<file path="config.mk">
export PLATFORM = sky130hd
export DESIGN_NAME = lcd_number_to_char_writes_flat
export DESIGN_NICKNAME = d
export VERILOG_FILES = /design/src/hdl/lcdn_pkg.sv /design/src/hdl/lcdn_req_if.sv /design/src/hdl/lcdn_wr_if.sv /design/src/hdl/lcdn_ctrl.sv /design/src/hdl/lcdn_dp.sv /design/src/hdl/lcd_number_to_char_writes.sv /design/src/flat_wrapper.sv
export SDC_FILE = /design/constraint.sdc
export NUM_CORES = 1
export LEC_CHECK = 0
export ABC_AREA = 1
export ABC_CLOCK_PERIOD_IN_PS = 6320
export BUFFER_PORTS_ARGS = -buffer_cell sky130_fd_sc_hd__buf_4
export CORE_MARGIN = 5
export CORE_UTILIZATION = 40
export CTS_CLUSTER_SIZE = 20
export DETAILED_ROUTE_END_ITERATION = 8
export GPL_TIMING_DRIVEN = 0
export SYNTH_ARGS = -nofsm -noshare
export SYNTH_HDL_FRONTEND = slang
export SYNTH_SLANG_ARGS = --single-unit
</file>
<file path="constraint.sdc">
create_clock -name i_clk -period 6.32 [get_ports i_clk]
set_input_delay 0.948 -clock i_clk [delete_from_list [all_inputs] [get_ports i_clk]]
set_output_delay 0.948 -clock i_clk [all_outputs]
set_load 0.02 [all_outputs]
</file>
<file path="src/hdl/lcdn_pkg.sv">
// Shared constants, types and a helper function for the LCD number writer.
package lcdn_pkg;

    localparam int ACT_W   = 2;
    localparam int POS_W   = 8;
    localparam int VALUE_W = 31;
    localparam int BYTE_W  = 8;

    // Request modes.
    localparam logic [ACT_W-1:0] ACT_CHAR = 2'd0;
    localparam logic [ACT_W-1:0] ACT_DEC  = 2'd1;
    localparam logic [ACT_W-1:0] ACT_INT  = 2'd2;
    localparam logic [ACT_W-1:0] ACT_HEX  = 2'd3;

    localparam int MAX_DIGITS_DEF = 7;
    localparam int DEC_DIGITS     = 3;

    localparam logic [POS_W-1:0]  INT_OFFSET = 8'd7;
    localparam logic [BYTE_W-1:0] ASCII_ZERO = 8'h30;
    localparam logic [BYTE_W-1:0] ASCII_X    = 8'h78;
    localparam logic [BYTE_W-1:0] ASCII_A    = 8'h41;

    // Reciprocal of ten: floor(v * RECIP / 2^RECIP_SHIFT) == v / 10 for any v below 2^32.
    localparam logic [31:0] RECIP       = 32'hCCCC_CCCD;
    localparam int          RECIP_SHIFT = 35;
    localparam int          QUOT_W      = 28;

    // Commands from the controller to the datapath.
    typedef struct packed {
        logic load;
        logic emit_cmd;
        logic emit_data;
    } t_dp_cmd;

    // Status from the datapath to the controller.
    typedef struct packed {
        logic out_free;
        logic pair_last;
    } t_dp_stat;

    // Uppercase hex character for one nibble.
    function automatic logic [BYTE_W-1:0] hex_glyph(input logic [3:0] nib);
        if (nib < 4'd10) begin
            hex_glyph = ASCII_ZERO + {4'd0, nib};
        end else begin
            hex_glyph = ASCII_A + {4'd0, nib} - 8'd10;
        end
    endfunction

endpackage

</file>
<file path="src/hdl/lcdn_req_if.sv">
// Request channel: mode, display position and value with a valid/ready handshake.
interface lcdn_req_if;
    logic                             valid;
    logic                             ready;
    logic [lcdn_pkg::ACT_W-1:0]       action;
    logic [lcdn_pkg::POS_W-1:0]       position;
    logic [lcdn_pkg::VALUE_W-1:0]     value;

    modport source (output valid, output action, output position, output value, input ready);
    modport sink   (input valid, input action, input position, input value, output ready);
endinterface

</file>
<file path="src/hdl/lcdn_wr_if.sv">
// Write channel: one display bus write per transfer with a valid/ready handshake.
interface lcdn_wr_if;
    logic                          valid;
    logic                          ready;
    logic                          is_command;
    logic [lcdn_pkg::BYTE_W-1:0]   write_byte;
    logic                          last;

    modport source (output valid, output is_command, output write_byte, output last, input ready);
    modport sink   (input valid, input is_command, input write_byte, input last, output ready);
endinterface

</file>
<file path="src/hdl/lcdn_ctrl.sv">
// Controller state machine that sequences address and data writes.
module lcdn_ctrl (
    input  logic                i_clk,
    input  logic                i_rst_n,
    input  logic                i_in_valid,
    input  lcdn_pkg::t_dp_stat  i_stat,
    output logic                o_in_ready,
    output lcdn_pkg::t_dp_cmd   o_cmd
);

    typedef enum logic [2:0] {
        ST_IDLE = 3'b001,
        ST_CMD  = 3'b010,
        ST_DATA = 3'b100
    } t_state;

    t_state r_state;
    t_state n_state;

    always_comb begin
        n_state         = r_state;
        o_cmd.load      = 1'b0;
        o_cmd.emit_cmd  = 1'b0;
        o_cmd.emit_data = 1'b0;
        case (r_state)
            ST_IDLE: begin
                if (i_in_valid) begin
                    o_cmd.load = 1'b1;
                    n_state    = ST_CMD;
                end
            end
            ST_CMD: begin
                if (i_stat.out_free) begin
                    o_cmd.emit_cmd = 1'b1;
                    n_state        = ST_DATA;
                end
            end
            ST_DATA: begin
                if (i_stat.out_free) begin
                    o_cmd.emit_data = 1'b1;
                    n_state         = i_stat.pair_last ? ST_IDLE : ST_CMD;
                end
            end
            default: begin
                n_state = ST_IDLE;
            end
        endcase
    end

    assign o_in_ready = (r_state == ST_IDLE);

    always_ff @(posedge i_clk) begin
        if (!i_rst_n) begin
            r_state <= ST_IDLE;
        end else begin
            r_state <= n_state;
        end
    end

`ifndef SYNTH
    // An accepted request always starts with an address command.
    a_accept_to_cmd: assert property (@(posedge i_clk) disable iff (!i_rst_n)
        (i_in_valid && o_in_ready) |=> (r_state == ST_CMD))
        else $error("accepted request did not move to the command step");
`endif

endmodule

</file>
<file path="src/hdl/lcdn_dp.sv">
// Datapath: request registers, divide-by-ten unit, address stepping and output register.
module lcdn_dp #(
    parameter int MAX_DIGITS = lcdn_pkg::MAX_DIGITS_DEF
) (
    input  logic                            i_clk,
    input  logic                            i_rst_n,
    input  lcdn_pkg::t_dp_cmd               i_cmd,
    input  logic [lcdn_pkg::ACT_W-1:0]      i_action,
    input  logic [lcdn_pkg::POS_W-1:0]      i_position,
    input  logic [lcdn_pkg::VALUE_W-1:0]    i_value,
    input  logic                            i_out_ready,
    output lcdn_pkg::t_dp_stat              o_stat,
    output logic                            o_out_valid,
    output logic                            o_is_command,
    output logic [lcdn_pkg::BYTE_W-1:0]     o_write_byte,
    output logic                            o_last
);

    localparam int LIM_MAX = (MAX_DIGITS > lcdn_pkg::DEC_DIGITS) ?
                             MAX_DIGITS : lcdn_pkg::DEC_DIGITS;
    localparam int CNT_W   = $clog2(LIM_MAX);
    localparam int PROD_W  = lcdn_pkg::VALUE_W + 32;

    logic [lcdn_pkg::ACT_W-1:0]   r_action;
    logic [lcdn_pkg::POS_W-1:0]   r_addr;
    logic [lcdn_pkg::VALUE_W-1:0] r_val;
    logic [CNT_W-1:0]             r_cnt;
    logic [lcdn_pkg::QUOT_W-1:0]  r_quot;
    logic                         r_out_valid;
    logic                         r_is_command;
    logic [lcdn_pkg::BYTE_W-1:0]  r_write_byte;
    logic                         r_last;

    logic [PROD_W-1:0]            prod;
    logic [3:0]                   tenq_lo;
    logic [3:0]                   rem;
    logic                         is_decimal;
    logic [CNT_W-1:0]             lim_m1;
    logic [lcdn_pkg::BYTE_W-1:0]  data_byte;
    logic                         pair_last;
    logic [lcdn_pkg::POS_W-1:0]   start_addr;
    logic [lcdn_pkg::VALUE_W-1:0] start_val;

    // The quotient is recomputed and registered every cycle; it has settled by the data step,
    // since an address command step always lies between a value register change and that step.
    assign prod = PROD_W'(r_val) * PROD_W'(lcdn_pkg::RECIP);

    // Only the low four bits of 10*q are needed since the remainder is below ten.
    assign tenq_lo = {r_quot[0], 3'b000} + {r_quot[2:0], 1'b0};
    assign rem     = r_val[3:0] - tenq_lo;

    assign is_decimal = (r_action == lcdn_pkg::ACT_DEC) || (r_action == lcdn_pkg::ACT_INT);
    assign lim_m1     = (r_action == lcdn_pkg::ACT_INT) ? CNT_W'(MAX_DIGITS - 1) :
                                                          CNT_W'(lcdn_pkg::DEC_DIGITS - 1);

    always_comb begin
        data_byte = lcdn_pkg::ASCII_ZERO + {4'd0, rem};
        pair_last = (r_quot == '0) || (r_cnt == lim_m1);
        case (r_action)
            lcdn_pkg::ACT_CHAR: begin
                data_byte = r_val[7:0];
                pair_last = 1'b1;
            end
            lcdn_pkg::ACT_HEX: begin
                pair_last = (r_cnt[1:0] == 2'd3);
                case (r_cnt[1:0])
                    2'd0:    data_byte = lcdn_pkg::ASCII_ZERO;
                    2'd1:    data_byte = lcdn_pkg::ASCII_X;
                    2'd2:    data_byte = lcdn_pkg::hex_glyph(r_val[7:4]);
                    default: data_byte = lcdn_pkg::hex_glyph(r_val[3:0]);
                endcase
            end
            default: begin
            end
        endcase
    end

    always_comb begin
        start_addr = i_position;
        start_val  = i_value;
        case (i_action)
            lcdn_pkg::ACT_INT: begin
                start_addr = i_position + lcdn_pkg::INT_OFFSET;
            end
            lcdn_pkg::ACT_DEC: begin
                start_val = {{(lcdn_pkg::VALUE_W-8){1'b0}}, i_value[7:0]};
            end
            default: begin
            end
        endcase
    end

    always_ff @(posedge i_clk) begin
        r_quot <= prod[lcdn_pkg::RECIP_SHIFT +: lcdn_pkg::QUOT_W];
        if (i_cmd.load) begin
            r_action <= i_action;
            r_addr   <= start_addr;
            r_val    <= start_val;
            r_cnt    <= '0;
        end else if (i_cmd.emit_data) begin
            r_cnt  <= r_cnt + 1'b1;
            r_addr <= is_decimal ? (r_addr - 1'b1) : (r_addr + 1'b1);
            if (is_decimal) begin
                r_val <= lcdn_pkg::VALUE_W'(r_quot);
            end
        end
        if (i_cmd.emit_cmd) begin
            r_is_command <= 1'b1;
            r_write_byte <= r_addr;
            r_last       <= 1'b0;
        end else if (i_cmd.emit_data) begin
            r_is_command <= 1'b0;
            r_write_byte <= data_byte;
            r_last       <= pair_last;
        end
    end

    always_ff @(posedge i_clk) begin
        if (!i_rst_n) begin
            r_out_valid <= 1'b0;
        end else if (i_cmd.emit_cmd || i_cmd.emit_data) begin
            r_out_valid <= 1'b1;
        end else if (i_out_ready) begin
            r_out_valid <= 1'b0;
        end
    end

    assign o_stat.out_free  = !r_out_valid || i_out_ready;
    assign o_stat.pair_last = pair_last;
    assign o_out_valid      = r_out_valid;
    assign o_is_command     = r_is_command;
    assign o_write_byte     = r_write_byte;
    assign o_last           = r_last;

`ifndef SYNTH
    // The reciprocal multiply must leave a true decimal remainder.
    a_digit_range: assert property (@(posedge i_clk) disable iff (!i_rst_n)
        (i_cmd.emit_data && is_decimal) |-> (rem < 4'd10))
        else $error("decimal digit out of range");

    // The digit counter never runs past the digit limit of the mode.
    a_digit_count: assert property (@(posedge i_clk) disable iff (!i_rst_n)
        (i_cmd.emit_data && is_decimal) |-> (r_cnt <= lim_m1))
        else $error("digit counter passed its limit");

    // The final write of a request is always a character write.
    a_last_is_data: assert property (@(posedge i_clk) disable iff (!i_rst_n)
        (r_out_valid && r_last) |-> !r_is_command)
        else $error("last flag set on an address command");
`endif

endmodule

</file>
<file path="src/hdl/lcd_number_to_char_writes.sv">
// Top level of the LCD number writer: request port, controller, datapath and write port.
//
// Each request carries a mode (char, decimal byte, decimal integer or hex byte),
// a display address and a value, and the block answers with the sequence of
// character-LCD bus writes that shows it: every character is preceded by an
// address command write, and the last character write of a request carries
// the last flag. Char mode writes one character, decimal byte mode one to
// three digits at descending addresses from the given one, integer mode one
// to MAX_DIGITS digits starting seven addresses above the given one and going
// down, stopping when no higher nonzero digit remains, and hex mode "0x" and
// two uppercase digits at ascending addresses. All addresses wrap at 256.
// The block emits at most one write per cycle and works on one request at a
// time, stepping from acceptance through an address command step and a data
// step for each character; stalls at the write port hold up those steps.
// Digits come from a single reciprocal multiplier that divides the working
// value by ten once per digit. A new request is taken as soon as the
// previous request's final write has been placed in the output register,
// even while that write still waits.
module lcd_number_to_char_writes #(
    parameter int MAX_DIGITS = lcdn_pkg::MAX_DIGITS_DEF
) (
    input  logic           i_clk,
    input  logic           i_rst_n,
    lcdn_req_if.sink       i_req,
    lcdn_wr_if.source      o_wr
);

    lcdn_pkg::t_dp_cmd  cmd;
    lcdn_pkg::t_dp_stat stat;
    logic               in_ready;

    // The controller decides when to load a request and when to emit each write.
    lcdn_ctrl u_ctrl (
        .i_clk      (i_clk),
        .i_rst_n    (i_rst_n),
        .i_in_valid (i_req.valid),
        .i_stat     (stat),
        .o_in_ready (in_ready),
        .o_cmd      (cmd)
    );

    // The datapath holds the request, derives each byte and drives the write port.
    lcdn_dp #(
        .MAX_DIGITS (MAX_DIGITS)
    ) u_dp (
        .i_clk        (i_clk),
        .i_rst_n      (i_rst_n),
        .i_cmd        (cmd),
        .i_action     (i_req.action),
        .i_position   (i_req.position),
        .i_value      (i_req.value),
        .i_out_ready  (o_wr.ready),
        .o_stat       (stat),
        .o_out_valid  (o_wr.valid),
        .o_is_command (o_wr.is_command),
        .o_write_byte (o_wr.write_byte),
        .o_last       (o_wr.last)
    );

    assign i_req.ready = in_ready;

endmodule

</file>
<file path="src/flat_wrapper.sv">
// flat-port wrapper written by rule: the top's interface ports become plain ports
module lcd_number_to_char_writes_flat 
#(
    parameter int MAX_DIGITS = lcdn_pkg::MAX_DIGITS_DEF
)
  (i_clk, i_rst_n, i_req_valid, i_req_action, i_req_position, i_req_value, i_req_ready, o_wr_valid, o_wr_is_command, o_wr_write_byte, o_wr_last, o_wr_ready);
  lcdn_req_if i_req_i ();
  lcdn_wr_if o_wr_i ();
  input  logic i_clk;
  input  logic i_rst_n;
  input wire logic [$bits(i_req_i.valid)-1:0] i_req_valid;
  input wire logic [$bits(i_req_i.action)-1:0] i_req_action;
  input wire logic [$bits(i_req_i.position)-1:0] i_req_position;
  input wire logic [$bits(i_req_i.value)-1:0] i_req_value;
  output wire logic [$bits(i_req_i.ready)-1:0] i_req_ready;
  output wire logic [$bits(o_wr_i.valid)-1:0] o_wr_valid;
  output wire logic [$bits(o_wr_i.is_command)-1:0] o_wr_is_command;
  output wire logic [$bits(o_wr_i.write_byte)-1:0] o_wr_write_byte;
  output wire logic [$bits(o_wr_i.last)-1:0] o_wr_last;
  input wire logic [$bits(o_wr_i.ready)-1:0] o_wr_ready;
  assign i_req_i.valid = i_req_valid;
  assign i_req_i.action = i_req_action;
  assign i_req_i.position = i_req_position;
  assign i_req_i.value = i_req_value;
  assign i_req_ready = i_req_i.ready;
  assign o_wr_valid = o_wr_i.valid;
  assign o_wr_is_command = o_wr_i.is_command;
  assign o_wr_write_byte = o_wr_i.write_byte;
  assign o_wr_last = o_wr_i.last;
  assign o_wr_i.ready = o_wr_ready;
  lcd_number_to_char_writes #(.MAX_DIGITS(MAX_DIGITS)) u_core (.i_clk(i_clk), .i_rst_n(i_rst_n), .i_req(i_req_i), .o_wr(o_wr_i));
endmodule
</file>
==> run summary, run 1 <==
• **sort of element at the end of the critical path** flip-flop
• **fraction of the mapped netlist area in simple logic gates** 18.5%
• **clock tree from TritonCTS** built
• **Post-Route WL** 61.4 mm
• **Placed Cells** 2923
• **critical register-to-register path endpoint** u_core.u_dp.r_quot[21]
• **die extent in y** 222 um
• **routed vias/inst** 5.16
• **path class of the lowest-slack min-delay path** reg -> reg
• **sequential share of the synthesized area** 12.3%
• **Setup Total Neg Slack** 0 ns
• **vias after detailed routing** 15500
• **nets@finish** 3008
• **count of endpoints failing hold in the final timing report** 0
• **CTS sink count** 86
• **busiest layer in global routing** met2
• **total nets after synthesis** 2878
• **final HPWL from detailed placement** 53.7 mm
• **port bufs** 56
• **final cycle utilization of the critical path** 99.6%
• **endpoint of the most critical setup path** u_core.u_dp.r_quot[21]
• **cell area after synthesis** 17900 um2
• **number of global-route vias before repair** 15700
• **syn avg cell area** 7.88 um2
• **number of setup violations in the final report** 0
• **share of the synthesized area in compound gates (AO/OA/AOI/OAI)** 6.88%
• **first-pass GRT wire length** 91.8 mm
• **met2 global-route usage** 39.9%
• **Antenna Violating Nets Remaining** 0
• **RSZ-0062 raised after global routing** true
• **final weighted congestion in routability-driven placement** 1.04
• **tightest slew margin relative to the limit** 8.57%
• **mux cell area share after synthesis** 0%
• **post-synthesis xor/xnor area fraction** 1.27%
• **maximum fanout encountered on the critical timing path** 4
• **setup slack of the worst register-to-register path** 0.02 ns
• **Final Core Density** 48.5%
• **Post-Synth Adder-Cell Area** 48.7%
• **global route overflow** 0
• **clock skew after layout** 0.00831 ns
• **row count** 77
• **hold buffer count at cts** 0
• **deepest clock path buffer count** 2
• **area growth from synthesis to layout** 20.0%
• **post-synthesis cell type count** 43
• **critical path required time** 6.60 ns
• **min cycle time layout** 6.30 ns
• **Setup Crit Path Kind** reg -> reg
• **area enclosed by the die boundary** 49100 um2
• **Yosys Warn Count** 0
• **CTS HTree Levels** 3
• **IO Count** 57
• **worst-skew pair later-pin latency** 0.35 ns
• **detailed router's first-iteration violation count** 1236
• **area inside the core boundary** 44300 um2
• **initial antenna violation count** 0
• **chip width** 222 um
• **final cell count without fillers** 3003
• **cts bufs inserted** 9
• **maximum number of pins on one net before global-route repair** 24
• **combined global-route utilization of all metal layers** 24.4%
• **number of fillers in the final layout** 4318
• **arrival time at the worst endpoint** 6.58 ns
• **initial core utilization** 40.4%
• **Maximum Capacitance Violations** 0
• **layout cells sized above 1** 21.0%
• **transition time at the pin with the least slew margin** 1.37 ns
• **CP Launch Type** flip-flop
• **total of flip-flops plus latches after synthesis** 86
• **Root Driver** clkbuf_16
• **outcome** finished clean
• **gate count of the mapped netlist** 2274
• **worst reg-to-reg path cell count** 23
• **maximum operating frequency** 0.159 GHz
• **most area-consuming cells after synthesis** fa_1 26%, ha_1 23%, inv_1 12%
• **post-synth top area share** 25.9%
• **post-detailed-route DRC marker count** 0
• **Reg-to-Reg Start** u_core.u_dp.r_val[5]
• **mean routed wirelength per cell** 20.4 um
• **routing usage on met1** 34.3%
• **Clk pin slew, worst setup/hold paths** 0.06 ns
• **cell type with the highest aggregate area in the netlist** fa_1
• **dominant combinational cell family by area after synthesis** adder cells
• **met3 track utilization from global routing** 2.41%
• **number of pins with negative max-slew slack in the final report** 0
• **beginning of the critical path** u_core.u_dp.r_val[5]
• **number of iterations in the first detailed-routing pass** 5
cells in the mapped netlist, drive strengths merged:
cell / count
o22ai: 6
inv: 570
clkinv: 2
a21o: 10
buf: 6
xor2: 13
o21ai: 89
a211oi: 1
and2: 1
fa: 232
a21boi: 3
a21oi: 100
edfxtp: 49
o2111ai: 2
o211ai: 3
nor4: 5
nand3b: 4
nor3: 19
dfxtp: 37
nand2: 523
ha: 327
o21a: 1
or2: 2
a41oi: 1
a31oi: 1
xnor2: 13
nor2: 152
nand3: 76
nand4: 8
a32o: 1
o21bai: 8
clkbuf: 8
o31ai: 1
cell usage in the layout, fill, tap and decap left out, types with 6 or more instances in the layout:
cell type,netlist,routed
ha_4,0,31
dfxtp_1,37,37
nand3_2,0,12
nand4_1,8,8
a21oi_1,99,60
ha_2,0,12
buf_6,0,7
nand3_1,76,61
fa_1,232,205
nor3_1,10,7
a21oi_2,1,23
edfxtp_1,49,49
o22ai_1,6,6
o21ai_1,2,8
nand2_4,0,24
fa_2,0,27
clkbuf_1,8,7
nand2_1,515,422
inv_1,558,525
nor2_4,4,23
nand2_2,8,76
buf_4,0,112
xor2_1,13,11
nor2_1,132,96
clkbuf_16,0,9
ha_1,327,284
nor3_2,9,9
xnor2_1,13,13
a21oi_4,0,17
a21o_1,10,10
o21ai_0,87,68
inv_2,12,40
o21ai_2,0,11
nor2_2,16,33
worst max-delay path, cell delays in order (launching register included):
cell and delay (ns):
edfxtp_1 0.46, buf_6 0.17, ha_4 0.16, fa_2 0.61, fa_1 0.44, fa_2 0.68
inv_4 0.09, fa_1 0.48, inv_1 0.05, fa_1 0.47, fa_1 0.54, inv_2 0.05
fa_1 0.55, inv_2 0.05, ha_4 0.31, nand2_4 0.09, nor2_4 0.17, buf_12 0.14
nand3_4 0.13, nor2_1 0.15, nand3_2 0.16, nand2_2 0.11, nand2_1 0.06, nand2_2 0.11
registers in the layout, summed over array words and instances, names as in the netlist:
name                      cells
u_core.u_dp.r_addr            8
u_core.u_dp.r_val            31
u_core.u_dp.o_out_valid       1
u_core.u_ctrl.r_state         3
u_core.u_dp.o_is_command      1
u_core.u_dp.r_action          2
u_core.u_dp.r_cnt             3
u_core.u_dp.r_quot           28
u_core.u_dp.o_last            1
u_core.u_dp.o_write_byte      8
routing by layer:
layer | vias up | wire (um)
li1 | 7286 | -
met1 | 7646 | 27700
met2 | 454 | 28100
met3 | 100 | 2820
met4 | 0 | 2750
met5 | - | 0
logic make-up after synthesis:
logic type / after synthesis
and+or+nand+nor: 790
AOI/OAI and AO/OA: 227
xor gates and xnor gates: 26
buffers and inverters: 586
DFF: 86
adders and majority gates: 559
final cells by class:
| cell class | count | area [um2] | share of cell area (%) |
|---|---|---|---|
| clock inverters | 6 | 43.8 | 0.204 |
| well taps | 592 | 741 | 3.44 |
| repair buffers | 121 | 960 | 4.46 |
| plain buffers | 12 | 51.3 | 0.239 |
| multi-input cells | 1602 | 15100 | 70.2 |
| flip-flops and latches | 86 | 2210 | 10.3 |
| clock buffers | 10 | 229 | 1.06 |
| inverters | 572 | 2160 | 10.1 |
| diodes | 2 | 5.00 | 0.0233 |
worst min path at each step:
stage	startpoint	to	slack, ns	cells after the start
detailed placement	u_core.u_dp.o_is_command	u_core.u_dp.o_is_command	0.49	2
floorplan	u_core.u_dp.r_cnt[0]	u_core.u_dp.r_cnt[0]	0.46	1
global route	u_core.u_dp.o_is_command	u_core.u_dp.o_is_command	0.51	2
finish	u_core.u_dp.o_is_command	u_core.u_dp.o_is_command	0.50	2
global placement	u_core.u_dp.r_cnt[0]	u_core.u_dp.r_cnt[0]	0.49	1
CTS	u_core.u_dp.o_is_command	u_core.u_dp.o_is_command	0.50	2
metrics by stage:
stage | hold WS [ns] | cell area (um2) | setup WS [ns]
CTS | 0.501 | 20300 | -0.0123
finish | 0.502 | 21500 | 0.0241
detailed placement | 0.491 | 19100 | -1.11
floorplan | 0.463 | 17900 | 0.402
global placement | 0.485 | 19100 | -1.10
global route | 0.512 | 21500 | -0.144
what timing repair did:
action                     4_1_cts  5_1_grt
setup endpoints to repair       28       28
pin swaps                       25      102
resized for setup              178      245
buffers inserted                35       29
cloned                           0        0
Power of run 1 is left out: the tool's default activity adds up to more than one toggle a clock period on the data nets, which glitch-free logic cannot reach.
==> run 2: changes to the inputs <==
--- a/config.mk
+++ b/config.mk
@@ -9,10 +9,12 @@
 export ABC_CLOCK_PERIOD_IN_PS = 6320
 export BUFFER_PORTS_ARGS = -buffer_cell sky130_fd_sc_hd__buf_4
 export CORE_MARGIN = 5
-export CORE_UTILIZATION = 40
+export CORE_UTILIZATION = 59
 export CTS_CLUSTER_SIZE = 20
 export DETAILED_ROUTE_END_ITERATION = 8
 export GPL_TIMING_DRIVEN = 0
+export PLACE_DENSITY = 0.79
+export SKIP_CTS_REPAIR_TIMING = 1
 export SYNTH_ARGS = -nofsm -noshare
 export SYNTH_HDL_FRONTEND = slang
 export SYNTH_SLANG_ARGS = --single-unit
==> run summary, run 2 (synthesis gave the netlist of run 1 again) <==
• **Maximum Capacitance Violations** 0, unchanged
• **crit-path leading delay family** adder cells, unchanged
• **Clk pin slew, worst setup/hold paths** 0.07 ns, was 0.06 ns
• **critical path required time** 6.51 ns, was 6.60 ns
• **first-pass GRT wire length** 83.5 mm, was 91.8 mm
• **vias after detailed routing** 15400, was 15500
• **deepest clock path buffer count** 2, unchanged
• **final weighted congestion in routability-driven placement** 0.996, was 1.04
• **combined global-route utilization of all metal layers** 32.3%, was 24.4%
• **mean routed wirelength per cell** 20.1 um, was 20.4 um
• **CP max stage delay** 0.65 ns, was 0.68 ns
• **chip width** 184 um, was 222 um
• **number of pins with negative max-slew slack in the final report** 0, unchanged
• **global route overflow** 0, unchanged
• **maximum operating frequency** 0.157 GHz, was 0.159 GHz
• **commonest non-fill, non-tap cells in the layout** 528 x inv_1, 445 x nand2_1, 284 x ha_1, 209 x fa_1, 115 x buf_4, was 525 x inv_1, 422 x nand2_1, 284 x ha_1, 205 x fa_1, 112 x buf_4
• **registers with the most flip-flops** u_core.u_dp.r_val (31), u_core.u_dp.r_quot (28), unchanged
• **die extent in y** 184 um, was 222 um
• **clock skew after layout** 0.00969 ns, was 0.00831 ns
• **library cell contributing the largest single delay on the critical path** fa_2, unchanged
• **CTS sink count** 86, unchanged
• **Post-Route WL** 56.3 mm, was 61.4 mm
• **layout cells sized above 1** 18.8%, was 21.0%
• **sort of element at the end of the critical path** flip-flop, unchanged
• **maximum number of pins on one net before global-route repair** 24, unchanged
• **cts bufs inserted** 9, unchanged
• **arrival time at the worst endpoint** 6.55 ns, was 6.58 ns
• **setup slack of the critical path after layout** -0.0340 ns, was 0.0241 ns
• **post-detailed-route DRC marker count** 0, unchanged
• **Final Core Density** 70.3%, was 48.5%
• **detailed router's first-iteration violation count** 1368, was 1236
• **IO Count** 57, unchanged
• **final HPWL from detailed placement** 48.5 mm, was 53.7 mm
• **CP cell instances** buf_6 -> ha_4 -> fa_1 -> fa_2 -> fa_2 -> inv_4 -> fa_1 -> inv_1 -> fa_1 -> inv_2 -> fa_2 -> fa_2 -> inv_2 -> ha_4 -> nand2_8 -> inv_8 -> buf_4 -> nand3_1 -> nor2_2 -> nand2_1 -> nor2_1 -> nor2_1 -> nand3_1 -> nand2_1, was buf_6 -> ha_4 -> fa_2 -> fa_1 -> fa_2 -> inv_4 -> fa_1 -> inv_1 -> fa_1 -> fa_1 -> inv_2 -> fa_1 -> inv_2 -> ha_4 -> nand2_4 -> nor2_4 -> buf_12 -> nand3_4 -> nor2_1 -> nand3_2 -> nand2_2 -> nand2_1 -> nand2_2
• **number of setup violations in the final report** 4, was 0
• **path class of the lowest-slack min-delay path** reg -> reg, unchanged
• **initial core utilization** 60.1%, was 40.4%
• **Setup Crit Path Kind** reg -> reg, unchanged
• **RSZ-0062 raised after global routing** true, unchanged
• **CTS HTree Levels** 3, unchanged
• **cell seen most often among critical-path stages** fa_2, was fa_1
• **transition time at the pin with the least slew margin** 1.23 ns, was 1.37 ns
• **antenna cell count** 0, was 2
• **register bank with the most flops** u_core.u_dp.r_val, unchanged
• **worst-skew pair later-pin latency** 0.34 ns, was 0.35 ns
• **Root Driver** clkbuf_16, unchanged
• **clock tree from TritonCTS** built, unchanged
• **row count** 63, was 77
• **CP Launch Type** flip-flop, unchanged
• **number of global-route vias before repair** 15300, was 15700
• **count of endpoints failing hold in the final timing report** 0, unchanged
• **nets@finish** 3004, was 3008
• **maximum fanout encountered on the critical timing path** 4, unchanged
• **min cycle time layout** 6.35 ns, was 6.30 ns
• **port bufs** 56, unchanged
• **outcome** complete, but fails checks, was finished clean
• **flip-flop count of the largest register, all copies and words added** 31, unchanged
• **initial antenna violation count** 0, unchanged
• **buffer and inverter count on the worst path** 7, was 6
• **area growth from synthesis to layout** 16.8%, was 20.0%
• **most common cell after layout, fill and taps aside** inv_1, unchanged
• **violations in the final reports** setup timing
• **Antenna Violating Nets Remaining** 0, unchanged
• **area enclosed by the die boundary** 34000 um2, was 49100 um2
• **number of iterations in the first detailed-routing pass** 5, unchanged
• **routed vias/inst** 5.52, was 5.16
• **area inside the core boundary** 29800 um2, was 44300 um2
• **final cycle utilization of the critical path** 101%, was 99.6%
• **tightest slew margin relative to the limit** 17.7%, was 8.57%
-- run 2: layout make-up --
type | count | area, um2
Tap cell | 390 | 488
Fill cell | 2367 | 8860
Timing Repair Buffer | 117 | 902
Clock buffer | 9 | 225
Inverter | 572 | 2170
Multi-Input combinational cell | 1602 | 14800
Clock inverter | 7 | 73.8
Buffer | 12 | 51.3
Sequential cell | 86 | 2210
-- run 2: tightest hold or removal path, stage by stage (launching register included) --
cell     delay [ns]
dfxtp_1        0.33
nand2_1        0.07
nand2_1        0.05
-- run 2: per-stage QoR --
step	hold slack (ns)	instance area (um2)	setup slack, ns	TNS (ns)	cells
finish	0.493	20900	-0.0340	-0.0846	2795
global route	0.544	20900	-0.190	-2.11	2795
CTS	0.505	19200	-1.15	-23.85	2737
detailed placement	0.496	18900	-1.14	-23.24	2721
global placement	0.479	18800	-1.05	-22.09	2720
floorplan	0.463	17900	0.402	0	2274
-- run 2: worst paths after layout --
kind,endpoint,startpoint,cells after the start,slack (ns)
worst max-delay path,u_core.u_dp.r_quot[15],u_core.u_dp.r_val[5],24,-0.03
worst min-delay path,u_core.u_dp.o_is_command,u_core.u_dp.o_is_command,2,0.49
worst max register to register,u_core.u_dp.r_quot[15],u_core.u_dp.r_val[5],24,-0.03
worst min register to register,u_core.u_dp.o_is_command,u_core.u_dp.o_is_command,2,0.49
-- run 2: per-layer routing --
metal,GRT usage [%],vias to the layer above,share of wire (%)
met1,43.9,7394,41
met2,55.4,627,48
met4,7.96,0,4.4
li1,-,7283,-
met5,0,-,0
met3,4.09,128,6.9
Power of run 2 is left out for the same reason.
==> run 3: changes to the inputs <==
--- a/config.mk
+++ b/config.mk
@@ -13,7 +13,7 @@
 export CTS_CLUSTER_SIZE = 20
 export DETAILED_ROUTE_END_ITERATION = 8
 export GPL_TIMING_DRIVEN = 0
-export PLACE_DENSITY = 0.79
+export PLACE_DENSITY = 0.89
 export SKIP_CTS_REPAIR_TIMING = 1
 export SYNTH_ARGS = -nofsm -noshare
 export SYNTH_HDL_FRONTEND = slang
==> run summary, run 3 (synthesis gave the netlist of run 1 again) <==
• **cell seen most often among critical-path stages** fa_1, was fa_2
• **maximum fanout encountered on the critical timing path** 4, unchanged
• **worst slack at placement** -0.950 ns, was -1.14 ns
• **CP cell instances** ha_4 -> inv_1 -> fa_2 -> buf_4 -> xnor2_1 -> ha_1 -> o21bai_1 -> fa_1 -> fa_1 -> fa_1 -> fa_1 -> inv_2 -> fa_1 -> inv_2 -> ha_4 -> nand2_4 -> inv_4 -> nand2_4 -> nor3_4 -> nand2_2 -> nor3_2 -> nand2_1 -> nand3_1 -> nand2_1, was buf_6 -> ha_4 -> fa_1 -> fa_2 -> fa_2 -> inv_4 -> fa_1 -> inv_1 -> fa_1 -> inv_2 -> fa_2 -> fa_2 -> inv_2 -> ha_4 -> nand2_8 -> inv_8 -> buf_4 -> nand3_1 -> nor2_2 -> nand2_1 -> nor2_1 -> nor2_1 -> nand3_1 -> nand2_1
• **number of fillers in the final layout** 2329, was 2367
• **beginning of the critical path** u_core.u_dp.r_val[16], was u_core.u_dp.r_val[5]
• **worst-skew pair later-pin latency** 0.35 ns, was 0.34 ns
• **Reg-to-Reg Start** u_core.u_dp.r_val[16], was u_core.u_dp.r_val[5]
• **CTS sink count** 86, unchanged
• **final cell count without fillers** 2781, was 2795
• **row count** 63, unchanged
• **post-detailed-route DRC marker count** 0, unchanged
• **area taken by multi-input logic gates** 14600 um2, was 14800 um2
• **combined global-route utilization of all metal layers** 33.6%, was 32.3%
• **number of pins with negative max-slew slack in the final report** 0, unchanged
• **routed vias/inst** 5.71, was 5.52
• **CTS HTree Levels** 3, unchanged
• **area enclosed by the die boundary** 34000 um2, unchanged
• **initial core utilization** 60.1%, unchanged
• **layout cells sized above 1** 16.8%, was 18.8%
• **outcome** complete, but fails checks, unchanged
• **IO Count** 57, unchanged
• **CP Launch Type** flip-flop, unchanged
• **Root Driver** clkbuf_16, unchanged
• **RSZ-0062 raised after global routing** true, unchanged
• **sequential standard cell area** 2210 um2, unchanged
• **number of global-route vias before repair** 15500, was 15300
• **final cycle utilization of the critical path** 101%, about the same
• **clock tree from TritonCTS** built, unchanged
• **Maximum Capacitance Violations** 0, unchanged
• **sort of element at the end of the critical path** flip-flop, unchanged
• **registers with the most flip-flops** u_core.u_dp.r_val (31), u_core.u_dp.r_quot (28), unchanged
• **deepest clock path buffer count** 2, unchanged
• **vias after detailed routing** 15900, was 15400
• **number of iterations in the first detailed-routing pass** 6, was 5
• **first-pass GRT wire length** 86.3 mm, was 83.5 mm
• **initial antenna violation count** 0, unchanged
• **count of endpoints failing hold in the final timing report** 0, unchanged
• **Antenna Violating Nets Remaining** 0, unchanged
• **final weighted congestion in routability-driven placement** 1.03, was 0.996
• **final HPWL from detailed placement** 50.8 mm, was 48.5 mm
• **critical path required time** 6.56 ns, was 6.51 ns
• **violations in the final reports** setup timing, unchanged
• **library cell contributing the largest single delay on the critical path** fa_2, unchanged
• **port bufs** 56, unchanged
• **tightest slew margin relative to the limit** 20.2%, was 17.7%
• **chip width** 184 um, unchanged
• **Post-Route WL** 60.2 mm, was 56.3 mm
• **path class of the lowest-slack min-delay path** reg -> reg, unchanged
• **Worst Hold Launch** u_core.u_dp.o_is_command, unchanged
• **mean routed wirelength per cell** 21.6 um, was 20.1 um
• **CP max stage delay** 0.58 ns, was 0.65 ns
• **Placed Cells** 2721, unchanged
• **clock skew after layout** 0.0126 ns, was 0.00969 ns
• **global route overflow** 0, unchanged
• **setup slack of the critical path after layout** -0.0597 ns, was -0.0340 ns
• **detailed router's first-iteration violation count** 1418, was 1368
• **cts bufs inserted** 9, unchanged
• **maximum number of pins on one net before global-route repair** 24, unchanged
• **buffer and inverter count on the worst path** 5, was 7
• **Clk pin slew, worst setup/hold paths** 0.07 ns, about the same
• **min cycle time layout** 6.38 ns, was 6.35 ns
• **area inside the core boundary** 29800 um2, unchanged
• **die extent in y** 184 um, unchanged
• **most common cell after layout, fill and taps aside** inv_1, unchanged
• **Setup Crit Path Kind** reg -> reg, unchanged
• **maximum operating frequency** 0.157 GHz, about the same
• **commonest non-fill, non-tap cells in the layout** 539 x inv_1, 457 x nand2_1, 294 x ha_1, 211 x fa_1, 105 x nor2_1, was 528 x inv_1, 445 x nand2_1, 284 x ha_1, 209 x fa_1, 115 x buf_4
• **nets@finish** 2989, was 3004
• **arrival time at the worst endpoint** 6.62 ns, was 6.55 ns
• **area growth from synthesis to layout** 15.2%, was 16.8%
• **crit-path leading delay family** adder cells, unchanged
• **number of setup violations in the final report** 9, was 4
• **flip-flop count of the largest register, all copies and words added** 31, unchanged
• **transition time at the pin with the least slew margin** 1.19 ns, was 1.23 ns
• **register bank with the most flops** u_core.u_dp.r_val, unchanged
==> run 3: layout make-up <==
| type | count | area share, % |
|---|---|---|
| Multi-Input combinational cell | 1602 | 71.0 |
| Sequential cell | 86 | 10.7 |
| Inverter | 572 | 10.4 |
| Timing Repair Buffer | 102 | 3.86 |
| Tap cell | 390 | 2.36 |
| Clock buffer | 9 | 1.09 |
| Clock inverter | 7 | 0.327 |
| Buffer | 12 | 0.248 |
| Antenna cell | 1 | 0.0121 |
==> run 3: layer usage <==
| layer | up-vias | global-route usage, % | share of wire, % |
|---|---|---|---|
| met5 | - | 0 | 0 |
| li1 | 7240 | - | - |
| met2 | 768 | 57.0 | 48 |
| met3 | 203 | 5.39 | 7.6 |
| met1 | 7661 | 43.1 | 39 |
| met4 | 0 | 13.5 | 5.6 |
==> run 3: final timing paths <==
| kind | endpoint | slack [ns] | cells after the start |
|---|---|---|---|
| max reg2reg | u_core.u_dp.r_quot[25] | -0.06 | 24 |
| min reg2reg | u_core.u_dp.o_is_command | 0.50 | 2 |
| min | u_core.u_dp.o_is_command | 0.50 | 2 |
| max | u_core.u_dp.r_quot[25] | -0.06 | 24 |
==> run 3: worst register-to-register path: cells and delay by family, from the launching register on <==
kind                       cells  cell delay, ns
adders and majority gates      9            4.04
and+or+nand+nor                8            1.02
DFF                            1            0.52
buffers and inverters          5            0.41
AOI/OAI and AO/OA              1            0.21
xor gates and xnor gates       1            0.07
==> run 3: through the flow <==
step / TNS, ns / instance area, um2 / util (%) / hold slack [ns]
global placement: -17.62 / 18800 / 63.2 / 0.473
floorplan: 0 / 17900 / - / 0.463
CTS: -19.61 / 19200 / 64.3 / 0.487
finish: -0.236 / 20600 / 69.3 / 0.501
global route: -3.47 / 20600 / 69.3 / 0.532
detailed placement: -18.95 / 18900 / 63.3 / 0.476
Power of run 3 is left out for the same reason.
